$ cat src/rtl/ntci_pkg.sv
// Package for the thermistor table interpolation unit.
// Holds divider handshake types, field widths and command and register codes.
// No dependencies.
package ntci_pkg;

  // Widths of the stream fields.
  localparam int FieldBits = 12;
  localparam int IndexBits = 8;
  localparam int TempBits  = 17;
  localparam int BaseBits  = 7;

  // Fraction width of the Q8 result and the width of the divider step counter.
  localparam int QBits    = 8;
  localparam int CntBits  = 4;

  // Command codes carried in the input tuser.
  localparam logic CmdLoad    = 1'b0;
  localparam logic CmdConvert = 1'b1;

  // Register index of base_temperature (paddr bit 2) and its reset value.
  localparam logic                RegBaseIdx = 1'b0;
  localparam logic [BaseBits-1:0] BaseReset  = 7'h6C;

  // Request to the fraction divider.
  typedef struct packed {
    logic start;
    logic round_up;
  } div_ctrl_t;

  // Status from the fraction divider.
  typedef struct packed {
    logic             done;
    logic [QBits-1:0] quot;
  } div_stat_t;

endpackage

$ cat src/rtl/ntci_ram.sv
// Generic single-write, single-read RAM with a registered read port.
// No dependencies.
module ntci_ram #(
  parameter int Width = 12,
  parameter int Depth = 146
) (
  input  logic                     clk_i,
  input  logic                     we_i,
  input  logic [$clog2(Depth)-1:0] waddr_i,
  input  logic [Width-1:0]         wdata_i,
  input  logic                     re_i,
  input  logic [$clog2(Depth)-1:0] raddr_i,
  output logic [Width-1:0]         rdata_o
);

  logic [Width-1:0] mem_q [Depth];
  logic [Width-1:0] rdata_q;

  // Write port.
  always_ff @(posedge clk_i) begin
    if (we_i) begin
      mem_q[waddr_i] <= wdata_i;
    end
  end

  // Read port, registered.
  always_ff @(posedge clk_i) begin
    if (re_i) begin
      rdata_q <= mem_q[raddr_i];
    end
  end

  assign rdata_o = rdata_q;

endmodule

$ cat src/rtl/ntci_div.sv
// Bit-serial restoring divider for the eight fraction bits of the result.
// Depends on ntci_pkg for the request and status types.
module ntci_div #(
  parameter int Width = 12
) (
  input  logic                clk_i,
  input  logic                rst_ni,
  input  ntci_pkg::div_ctrl_t ctrl_i,
  input  logic [Width-1:0]    num_i,
  input  logic [Width-1:0]    den_i,
  output ntci_pkg::div_stat_t stat_o
);

  import ntci_pkg::*;

  logic               busy_q, busy_d;
  logic [CntBits-1:0] cnt_q, cnt_d;
  logic [Width-1:0]   rem_q, rem_d;
  logic [Width-1:0]   den_q, den_d;
  logic [QBits-1:0]   quo_q, quo_d;
  logic               up_q, up_d;
  logic [Width:0]     shifted;
  logic [Width:0]     diff;
  logic               ge;
  logic               bump;
  logic               done;

  // One quotient bit per cycle; the remainder always stays below the divisor.
  assign shifted = {rem_q, 1'b0};
  assign diff    = shifted - {1'b0, den_q};
  assign ge      = shifted >= {1'b0, den_q};
  assign done    = busy_q && (cnt_q == '0);

  always_comb begin
    busy_d = busy_q;
    cnt_d  = cnt_q;
    rem_d  = rem_q;
    den_d  = den_q;
    quo_d  = quo_q;
    up_d   = up_q;
    if (ctrl_i.start) begin
      busy_d = 1'b1;
      cnt_d  = CntBits'(QBits);
      rem_d  = num_i;
      den_d  = den_i;
      quo_d  = '0;
      up_d   = ctrl_i.round_up;
    end else if (done) begin
      busy_d = 1'b0;
    end else if (busy_q) begin
      cnt_d = cnt_q - 1'b1;
      rem_d = ge ? diff[Width-1:0] : shifted[Width-1:0];
      quo_d = {quo_q[QBits-2:0], ge};
    end
  end

  always_ff @(posedge clk_i or negedge rst_ni) begin
    if (!rst_ni) begin
      busy_q <= 1'b0;
      cnt_q  <= '0;
    end else begin
      busy_q <= busy_d;
      cnt_q  <= cnt_d;
    end
  end

  always_ff @(posedge clk_i) begin
    rem_q <= rem_d;
    den_q <= den_d;
    quo_q <= quo_d;
    up_q  <= up_d;
  end

  // Round up on a negative whole part so the result truncates toward zero.
  assign bump        = up_q && (rem_q != '0) && (quo_q != {QBits{1'b1}});
  assign stat_o.done = done;
  assign stat_o.quot = quo_q + QBits'(bump);

`ifndef NO_ASSERTIONS
  a_start_idle: assert property (@(posedge clk_i) disable iff (!rst_ni)
    ctrl_i.start |-> !busy_q)
    else $error("divider started while busy");
  a_keep_busy: assert property (@(posedge clk_i) disable iff (!rst_ni)
    (busy_q && cnt_q != '0) |=> busy_q)
    else $error("divider stopped before its last step");
  a_done_once: assert property (@(posedge clk_i) disable iff (!rst_ni)
    done |=> !done)
    else $error("divider done held for more than one cycle");
`endif

endmodule

$ cat src/rtl/ntc_table_temperature_interp_unit.sv
// Channel    | Transfer                | Payload
// s_axis     | load or convert item    | tdata: entry_index, entry_value, sample
// m_axis     | one result per convert  | tdata: temperature_q8; tuser: flags
// apb        | register write / read   | base_temperature at byte address 0
//
// A load item takes one cycle and writes the table RAM at once.
// From its transfer to a valid result, a convert item whose scan stops at index k goes
// through two RAM reads for the clamps, one RAM read per scanned entry, the divider
// and the output register.
// The table RAM has no reset; entries hold their value until loaded again.
// A result waits in the output register while the next item is accepted.
// Top level of the thermistor table temperature interpolation unit.
// Depends on ntci_pkg, ntci_ram and ntci_div.
module ntc_table_temperature_interp_unit #(
  parameter int TABLE_ENTRIES = 146,
  parameter int ADC_BITS      = 12
) (
  input  logic        clk_i,
  input  logic        rst_ni,
  // Input stream.
  input  logic        s_axis_tvalid,
  output logic        s_axis_tready,
  // [7:0] entry_index, [19:8] entry_value, [31:20] sample
  input  logic [31:0] s_axis_tdata,
  // [0] command
  input  logic [0:0]  s_axis_tuser,
  // Result stream.
  output logic        m_axis_tvalid,
  input  logic        m_axis_tready,
  // [16:0] temperature_q8, [23:17] zero
  output logic [23:0] m_axis_tdata,
  // [0] too_cold, [1] too_hot
  output logic [1:0]  m_axis_tuser,
  // Configuration port.
  input  logic        psel,
  input  logic        penable,
  input  logic        pwrite,
  input  logic [2:0]  paddr,
  input  logic [31:0] pwdata,
  output logic [31:0] prdata,
  output logic        pready
);

  import ntci_pkg::*;

  localparam int AW = $clog2(TABLE_ENTRIES);
  localparam logic [AW-1:0] Last = AW'(TABLE_ENTRIES - 1);

  // Sequencer states.
  localparam logic [2:0] S_IDLE = 3'd0;
  localparam logic [2:0] S_T0   = 3'd1;
  localparam logic [2:0] S_TL   = 3'd2;
  localparam logic [2:0] S_SCAN = 3'd3;
  localparam logic [2:0] S_DIV  = 3'd4;
  localparam logic [2:0] S_OUT  = 3'd5;

  logic [2:0]          state_q, state_d;
  logic [BaseBits-1:0] base_q;
  logic [ADC_BITS-1:0] smp_q, smp_d;
  logic [ADC_BITS-1:0] prev_q, prev_d;
  logic [AW-1:0]       idx_q, idx_d;
  logic [9:0]          sum_q, sum_d;
  logic [TempBits-1:0] res_temp_q, res_temp_d;
  logic                res_cold_q, res_cold_d;
  logic                res_hot_q, res_hot_d;
  logic                m_valid_q, m_valid_d;
  logic [TempBits-1:0] m_temp_q;
  logic                m_cold_q, m_hot_q;
  logic                out_load;

  logic                     in_xfer;
  logic                     cmd;
  logic [IndexBits-1:0]     in_index;
  logic [FieldBits-1:0]     in_value;
  logic [FieldBits-1:0]     in_sample;
  logic [FieldBits+ADC_BITS-1:0] value_ext, sample_ext;
  logic [ADC_BITS-1:0]      value_adc, sample_adc;

  logic                we;
  logic                re;
  logic [AW-1:0]       raddr;
  logic [ADC_BITS-1:0] rdata;
  logic [9:0]          base_ext;
  logic [AW-1:0]       lo;
  logic [9:0]          lo_sum;
  logic [9:0]          last_sum;

  div_ctrl_t           div_ctrl;
  div_stat_t           div_stat;
  logic [ADC_BITS-1:0] div_num, div_den;

  // Input unpacking; ADC values are trimmed or widened to ADC_BITS.
  assign cmd        = s_axis_tuser[0];
  assign in_index   = s_axis_tdata[7:0];
  assign in_value   = s_axis_tdata[19:8];
  assign in_sample  = s_axis_tdata[31:20];
  assign value_ext  = {{ADC_BITS{1'b0}}, in_value};
  assign sample_ext = {{ADC_BITS{1'b0}}, in_sample};
  assign value_adc  = value_ext[ADC_BITS-1:0];
  assign sample_adc = sample_ext[ADC_BITS-1:0];

  assign s_axis_tready = (state_q == S_IDLE);
  assign in_xfer       = s_axis_tvalid && s_axis_tready;

  // Load items below the table size write the RAM directly.
  assign we = in_xfer && (cmd == CmdLoad) && ({1'b0, in_index} < 9'(TABLE_ENTRIES));

  // Configuration register.
  always_ff @(posedge clk_i or negedge rst_ni) begin
    if (!rst_ni) begin
      base_q <= BaseReset;
    end else if (psel && penable && pwrite && pready && (paddr[2] == RegBaseIdx)) begin
      base_q <= pwdata[BaseBits-1:0];
    end
  end

  assign pready = 1'b1;
  assign prdata = (paddr[2] == RegBaseIdx) ? {{(32 - BaseBits){1'b0}}, base_q} : '0;

  // Whole degrees: base plus table index, as a 10-bit two's complement sum.
  assign base_ext = {{(10 - BaseBits){base_q[BaseBits-1]}}, base_q};
  assign lo       = idx_q - 1'b1;
  assign lo_sum   = base_ext + 10'(lo);
  assign last_sum = base_ext + 10'(Last);

  // Table RAM.
  ntci_ram #(
    .Width(ADC_BITS),
    .Depth(TABLE_ENTRIES)
  ) u_table (
    .clk_i  (clk_i),
    .we_i   (we),
    .waddr_i(in_index[AW-1:0]),
    .wdata_i(value_adc),
    .re_i   (re),
    .raddr_i(raddr),
    .rdata_o(rdata)
  );

  // Fraction divider.
  ntci_div #(
    .Width(ADC_BITS)
  ) u_div (
    .clk_i (clk_i),
    .rst_ni(rst_ni),
    .ctrl_i(div_ctrl),
    .num_i (div_num),
    .den_i (div_den),
    .stat_o(div_stat)
  );

  assign out_load = (state_q == S_OUT) && (!m_valid_q || m_axis_tready);

  // Sequencer: clamp checks on the first and last entries, then a scan, a divide and the output hand-off.
  always_comb begin
    state_d           = state_q;
    smp_d             = smp_q;
    prev_d            = prev_q;
    idx_d             = idx_q;
    sum_d             = sum_q;
    res_temp_d        = res_temp_q;
    res_cold_d        = res_cold_q;
    res_hot_d         = res_hot_q;
    re                = 1'b0;
    raddr             = '0;
    div_ctrl.start    = 1'b0;
    div_ctrl.round_up = 1'b0;
    div_num           = prev_q - smp_q;
    div_den           = prev_q - rdata;
    unique case (state_q)
      S_IDLE: begin
        if (in_xfer && (cmd == CmdConvert)) begin
          smp_d   = sample_adc;
          re      = 1'b1;
          raddr   = '0;
          state_d = S_T0;
        end
      end
      S_T0: begin
        if (smp_q >= rdata) begin
          res_temp_d = {base_ext[8:0], {QBits{1'b0}}};
          res_cold_d = 1'b1;
          res_hot_d  = 1'b0;
          state_d    = S_OUT;
        end else begin
          prev_d  = rdata;
          re      = 1'b1;
          raddr   = Last;
          state_d = S_TL;
        end
      end
      S_TL: begin
        if (smp_q <= rdata) begin
          res_temp_d = {last_sum[8:0], {QBits{1'b0}}};
          res_cold_d = 1'b0;
          res_hot_d  = 1'b1;
          state_d    = S_OUT;
        end else begin
          re      = 1'b1;
          raddr   = AW'(1);
          idx_d   = AW'(1);
          state_d = S_SCAN;
        end
      end
      S_SCAN: begin
        if (smp_q > rdata) begin
          sum_d             = lo_sum;
          div_ctrl.start    = 1'b1;
          div_ctrl.round_up = lo_sum[9];
          state_d           = S_DIV;
        end else begin
          prev_d  = rdata;
          re      = 1'b1;
          raddr   = idx_q + 1'b1;
          idx_d   = idx_q + 1'b1;
        end
      end
      S_DIV: begin
        if (div_stat.done) begin
          res_temp_d = {sum_q[8:0], div_stat.quot};
          res_cold_d = 1'b0;
          res_hot_d  = 1'b0;
          state_d    = S_OUT;
        end
      end
      S_OUT: begin
        if (out_load) begin
          state_d = S_IDLE;
        end
      end
      default: begin
        state_d = S_IDLE;
      end
    endcase
  end

  // Output register holds a result until its transfer.
  always_comb begin
    m_valid_d = m_valid_q;
    if (out_load) begin
      m_valid_d = 1'b1;
    end else if (m_axis_tready) begin
      m_valid_d = 1'b0;
    end
  end

  always_ff @(posedge clk_i or negedge rst_ni) begin
    if (!rst_ni) begin
      state_q   <= S_IDLE;
      m_valid_q <= 1'b0;
    end else begin
      state_q   <= state_d;
      m_valid_q <= m_valid_d;
    end
  end

  always_ff @(posedge clk_i) begin
    smp_q      <= smp_d;
    prev_q     <= prev_d;
    idx_q      <= idx_d;
    sum_q      <= sum_d;
    res_temp_q <= res_temp_d;
    res_cold_q <= res_cold_d;
    res_hot_q  <= res_hot_d;
    if (out_load) begin
      m_temp_q <= res_temp_q;
      m_cold_q <= res_cold_q;
      m_hot_q  <= res_hot_q;
    end
  end

  assign m_axis_tvalid = m_valid_q;
  assign m_axis_tdata  = {{(24 - TempBits){1'b0}}, m_temp_q};
  assign m_axis_tuser  = {m_hot_q, m_cold_q};

`ifndef NO_ASSERTIONS
  a_convert_starts: assert property (@(posedge clk_i) disable iff (!rst_ni)
    (in_xfer && cmd == CmdConvert) |=> state_q == S_T0)
    else $error("convert transfer did not start the clamp check");
  a_scan_bound: assert property (@(posedge clk_i) disable iff (!rst_ni)
    (state_q == S_SCAN) |-> (idx_q <= Last))
    else $error("scan ran past the last table entry");
  a_div_in_state: assert property (@(posedge clk_i) disable iff (!rst_ni)
    div_stat.done |-> state_q == S_DIV)
    else $error("divider finished outside the divide state");
  a_out_handoff: assert property (@(posedge clk_i) disable iff (!rst_ni)
    out_load |=> (m_valid_q && state_q == S_IDLE))
    else $error("result not handed to the output register");
`endif

endmodule
$ cat config.mk
export PLATFORM = sky130hd
export DESIGN_NAME = ntc_table_temperature_interp_unit
export DESIGN_NICKNAME = d
export VERILOG_FILES = /design/src/rtl/ntci_pkg.sv /design/src/rtl/ntci_ram.sv /design/src/rtl/ntci_div.sv /design/src/rtl/ntc_table_temperature_interp_unit.sv
export SDC_FILE = /design/constraint.sdc
export NUM_CORES = 2
export LEC_CHECK = 0
export BUFFER_PORTS_ARGS = -buffer_cell sky130_fd_sc_hd__buf_2
export CAP_MARGIN = 10
export CORE_AREA = 2 2 385 387
export DETAILED_ROUTE_END_ITERATION = 12
export DIE_AREA = 0 0 387 389
export PLACE_DENSITY = 0.69
export REMOVE_ABC_BUFFERS = 1
export SYNTH_ARGS = -nofsm -noshare
export SYNTH_HDL_FRONTEND = slang
export SYNTH_SLANG_ARGS = --single-unit
$ cat constraint.sdc
create_clock -name clk_i -period 4.9 [get_ports clk_i]
set_input_delay 1.47 -clock clk_i [delete_from_list [all_inputs] [get_ports clk_i]]
set_output_delay 1.47 -clock clk_i [all_outputs]
set_load 0.05 [all_outputs]
==> out/results.txt <==
final hold vios - 0
post-synthesis sequential area ratio - 0.7336
Synth Warn # - 0
metal1 wirelength - 81340 um
kind of start point of the critical path - flip-flop
Die X - 387 um
htree depth - 4
DRT antenna net count - 0
Pre-Repair DR Iteration Count - 9
RSZ-0062 raised after global routing - true
Min-Delay Path Class - flip-flop to flip-flop
number of global-route vias before repair - 47.27k
period utilisation layout - 1.015
Via density - 6.159
r2r endpoint - u_table.rdata_o[5]$_DFFE_PP_
Max stage delay on crit path - 0.83 ns
commonest cells in the netlist - 1868 x edfxtp_1, 1136 x nand2_1, 301 x a21oi_1, 218 x mux2i_1, 214 x nor2_1
Synth cell types - 83
CTS buffer count - 187
routed wl met3 - 22050 um
Layout Nets - 6118
Sink Count - 1892
leak pwr - 31.42 nW
worst clock skew - 0.05210 ns
Final Non-Filler Cells - 8073
worst vdd ir - 0.2773 mV
I/O Buffers - 75
Max Clock Freq - 201.0 MHz
clock latency on the worst-skew pair - 0.85 ns
PD cells - 364.6 mW/mm2
Worst-Margin Slew - 1.283 ns
total power - 32.53 mW
Initial Utilization - 0.5268
GRT Util Overall - 0.2757
failing checks - negative setup slack
Synth Area per Inst - 13.93 um2
# rows - 141
Worst-path clk slew - 0.06 ns
area of the mapped netlist - 0.07723 mm2
IO Pins - 136
synthesized instance count - 5546
CP bufs+invs - 3
post-DP HPWL - 129600 um
r2r startpoint - smp_q[1]$_DFFE_PP_
Slew Limit Headroom - 0.1446
clock tree buffer depth - 3
share of the synthesized area in the top cell type - 0.7263
top-count cell post-synth - edfxtp_1
Routability Congestion - 0.9361
number of antenna violations at the first check in global routing - 9
die span in y - 389 um
Iteration-0 DRC Markers - 6081
Vias - 49.72k
Hold Path Sink - m_temp_q[14]$_DFFE_PP_
r2r worst-path depth - 14
Synth area leaders - edfxtp_1 73%, nand2_1 5.5%, mux2i_1 2.8%, a21oi_1 2.0%, nand3_1 1.2%
CP Cell Sequence - ha_1, nor2b_1, o211ai_1, buf_4, a211oi_4, buf_12, buf_4, o41ai_4, nand2_2, o22ai_1, nor4_1, nor3_1, o41ai_4, o21ai_1
Worst path slowest cell - nor3_1
final count of pins violating max slew - 0
CTS tree - done
WP data arrival - 5.55 ns
final worst slack - -0.07563 ns
drt drc - 0
first-pass GRT wire length - 308300 um
DR top layer - met5
critical path type - flip-flop to flip-flop
Core ar. - 0.1466 mm2
placed insts - 7703
Worst Path Max Fanout - 11
total grt overflow - 0
leading area contributor after synthesis - edfxtp_1
cell family with most CP delay - compound AO/OA/AOI/OAI gates
Critical Path RT - 5.48 ns
maxcap violations - 0
async set-or-reset flop fraction in the synthesized netlist - 0.008457
worst hold start - res_temp_q[14]$_DFFE_PP_
Wirelength per Cell - 26.13 um
largest net degree at the start of global routing - 147
Post-synth top flop - edfxtp_1
P&R area growth vs syn - 15.51%
fillers - 10.70k
total die area - 0.1505 mm2
WHS Path Cells - 0
Routed WL - 210900 um
ratio of cells with drive above 1 in the final layout - 0.1536
EDFF count, synth - 1868
met2 wire length - 98060 um
Synth Register Bits - 1892
final setup fails - 1
Root Buffer - clkbuf_16
CP endpoint kind - flip-flop
R2R setup slack - -0.08 ns
minimum clock period - 4.976 ns
status - finished, violations left
-- power by group --
part / leakage (nW) / total [mW] / internal [mW] / switching (mW)
logic: 11.5 / 0.584 / 0.115 / 0.469
registers: 17.0 / 17.8 / 17.8 / 0.0343
clock network: 2.94 / 14.1 / 7.96 / 6.15
total: 31.4 / 32.5 / 25.9 / 6.66
-- how the worst max path moves through the flow --
stage	to	cells past startpoint	start	slack, ns
3_3_place_gp	u_table.rdata_o[4]$_DFFE_PP_	16	smp_q[1]$_DFFE_PP_	-0.28
4_1_cts	u_table.rdata_o[10]$_DFFE_PP_	19	smp_q[1]$_DFFE_PP_	0.0008
5_1_grt	u_table.rdata_o[10]$_DFFE_PP_	20	smp_q[1]$_DFFE_PP_	-0.08
2_1_floorplan	u_table.rdata_o[2]$_DFFE_PP_	12	smp_q[1]$_DFFE_PP_	-13.17
3_5_place_dp	u_table.rdata_o[4]$_DFFE_PP_	16	smp_q[1]$_DFFE_PP_	-0.30
6_report	u_table.rdata_o[5]$_DFFE_PP_	14	smp_q[1]$_DFFE_PP_	-0.08
-- metal layers --
layer	vias to the layer above	GRT usage
met5	-	0.002552
met1	24670	0.3723
li1	21780	-
met3	479	0.06325
met2	2792	0.4313
met4	2	0.1203
-- through the flow --
step	util	hold slack (ns)	area (um2)	TNS (ns)	setup slack (ns)
global placement	0.5646	0.4015	82780	-1.049	-0.2844
detailed placement	0.5646	0.4045	82780	-1.178	-0.2955
finish	0.6085	0.4154	89210	-0.07563	-0.07563
floorplan	-	0.4003	75390	-154.78	-13.17
global route	0.6084	0.4337	89190	-0.1808	-0.07765
CTS	0.6066	0.4161	88930	0	0.0007936
-- worst reg2reg max path, cell delays in order, from the launching register on --
cell and delay (ns):
edfxtp_1 0.48, ha_1 0.35, nor2b_1 0.14, o211ai_1 0.18, buf_4 0.16, a211oi_4 0.06, buf_12 0.15, buf_4 0.14
o41ai_4 0.50, nand2_2 0.51, o22ai_1 0.44, nor4_1 0.14, nor3_1 0.83, o41ai_4 0.27, o21ai_1 0.37
-- timing repair --
action / 4_1_cts / 5_1_grt
endpoints found under the setup margin: 10 / 12
setup buffers: 4 / 10
cloned: 0 / 1
resized for setup: 9 / 27
hold buffers: 0 / 0
pin swaps: 3 / 8
-- final cells by class --
| type | instances | area [um2] | share of cell area |
|---|---|---|---|
| sequential | 1892 | 56660 | 0.6351 |
| multi-input combinational | 3241 | 18750 | 0.2102 |
| timing repair buffer | 589 | 5049 | 0.05659 |
| clock buffer | 231 | 4917 | 0.05512 |
| tap | 1930 | 2415 | 0.02707 |
| clock inverter | 115 | 1146 | 0.01285 |
| inverter | 66 | 247.7 | 0.002777 |
| antenna | 9 | 22.52 | 0.0002525 |
-- placed cells by master (no fill, tap or decap), types with 62 or more instances in the layout --
| cell type | netlist | final |
|---|---|---|
| a21oi_1 | 301 | 300 |
| a221oi_1 | 76 | 76 |
| a31oi_1 | 109 | 107 |
| and3_1 | 97 | 97 |
| buf_2 | 156 | 63 |
| buf_4 | 63 | 458 |
| clkbuf_16 | 0 | 190 |
| edfxtp_1 | 1868 | 1868 |
| ha_1 | 62 | 62 |
| inv_1 | 64 | 63 |
| mux2i_1 | 218 | 218 |
| nand2_1 | 1136 | 1133 |
| nand3_1 | 192 | 191 |
| nor2_1 | 214 | 213 |
| nor3_1 | 94 | 90 |
| o21ai_0 | 126 | 121 |
| o22ai_1 | 89 | 87 |
-- flip-flops by register name, indices dropped and copies added (netlist names), 3 cells and up --
| signal | cells |
|---|---|
| base_q | 7 |
| idx_q | 8 |
| m_temp_q | 17 |
| prev_q | 12 |
| res_temp_q | 17 |
| smp_q | 12 |
| state_q | 3 |
| sum_q | 9 |
| u_div.cnt_q | 4 |
| u_div.den_q | 12 |
| u_div.quo_q | 8 |
| u_div.rem_q | 12 |
| u_table.mem_q | 1752 |
| u_table.rdata_o | 12 |
-- kinds of logic (layout without fill, tap and decap cells) --
| family | count (synthesis) | in the layout | share of synthesized area |
|---|---|---|---|
| XOR/XNOR | 53 | 53 | 0.006010 |
| AO/OA/AOI/OAI | 964 | 964 | 0.08152 |
| multiplexers | 245 | 245 | 0.03467 |
| flip-flops | 1892 | 1892 | 0.7336 |
| buffers and inverters | 444 | 1001 | 0.02853 |
| AND/OR/NAND/NOR | 1880 | 1880 | 0.1044 |
| adder cells (fa/ha/maj) | 66 | 66 | 0.01108 |
| other | 2 | 42 | 0.00009724 |
Note: power is estimated with default switching activity, not from simulation.
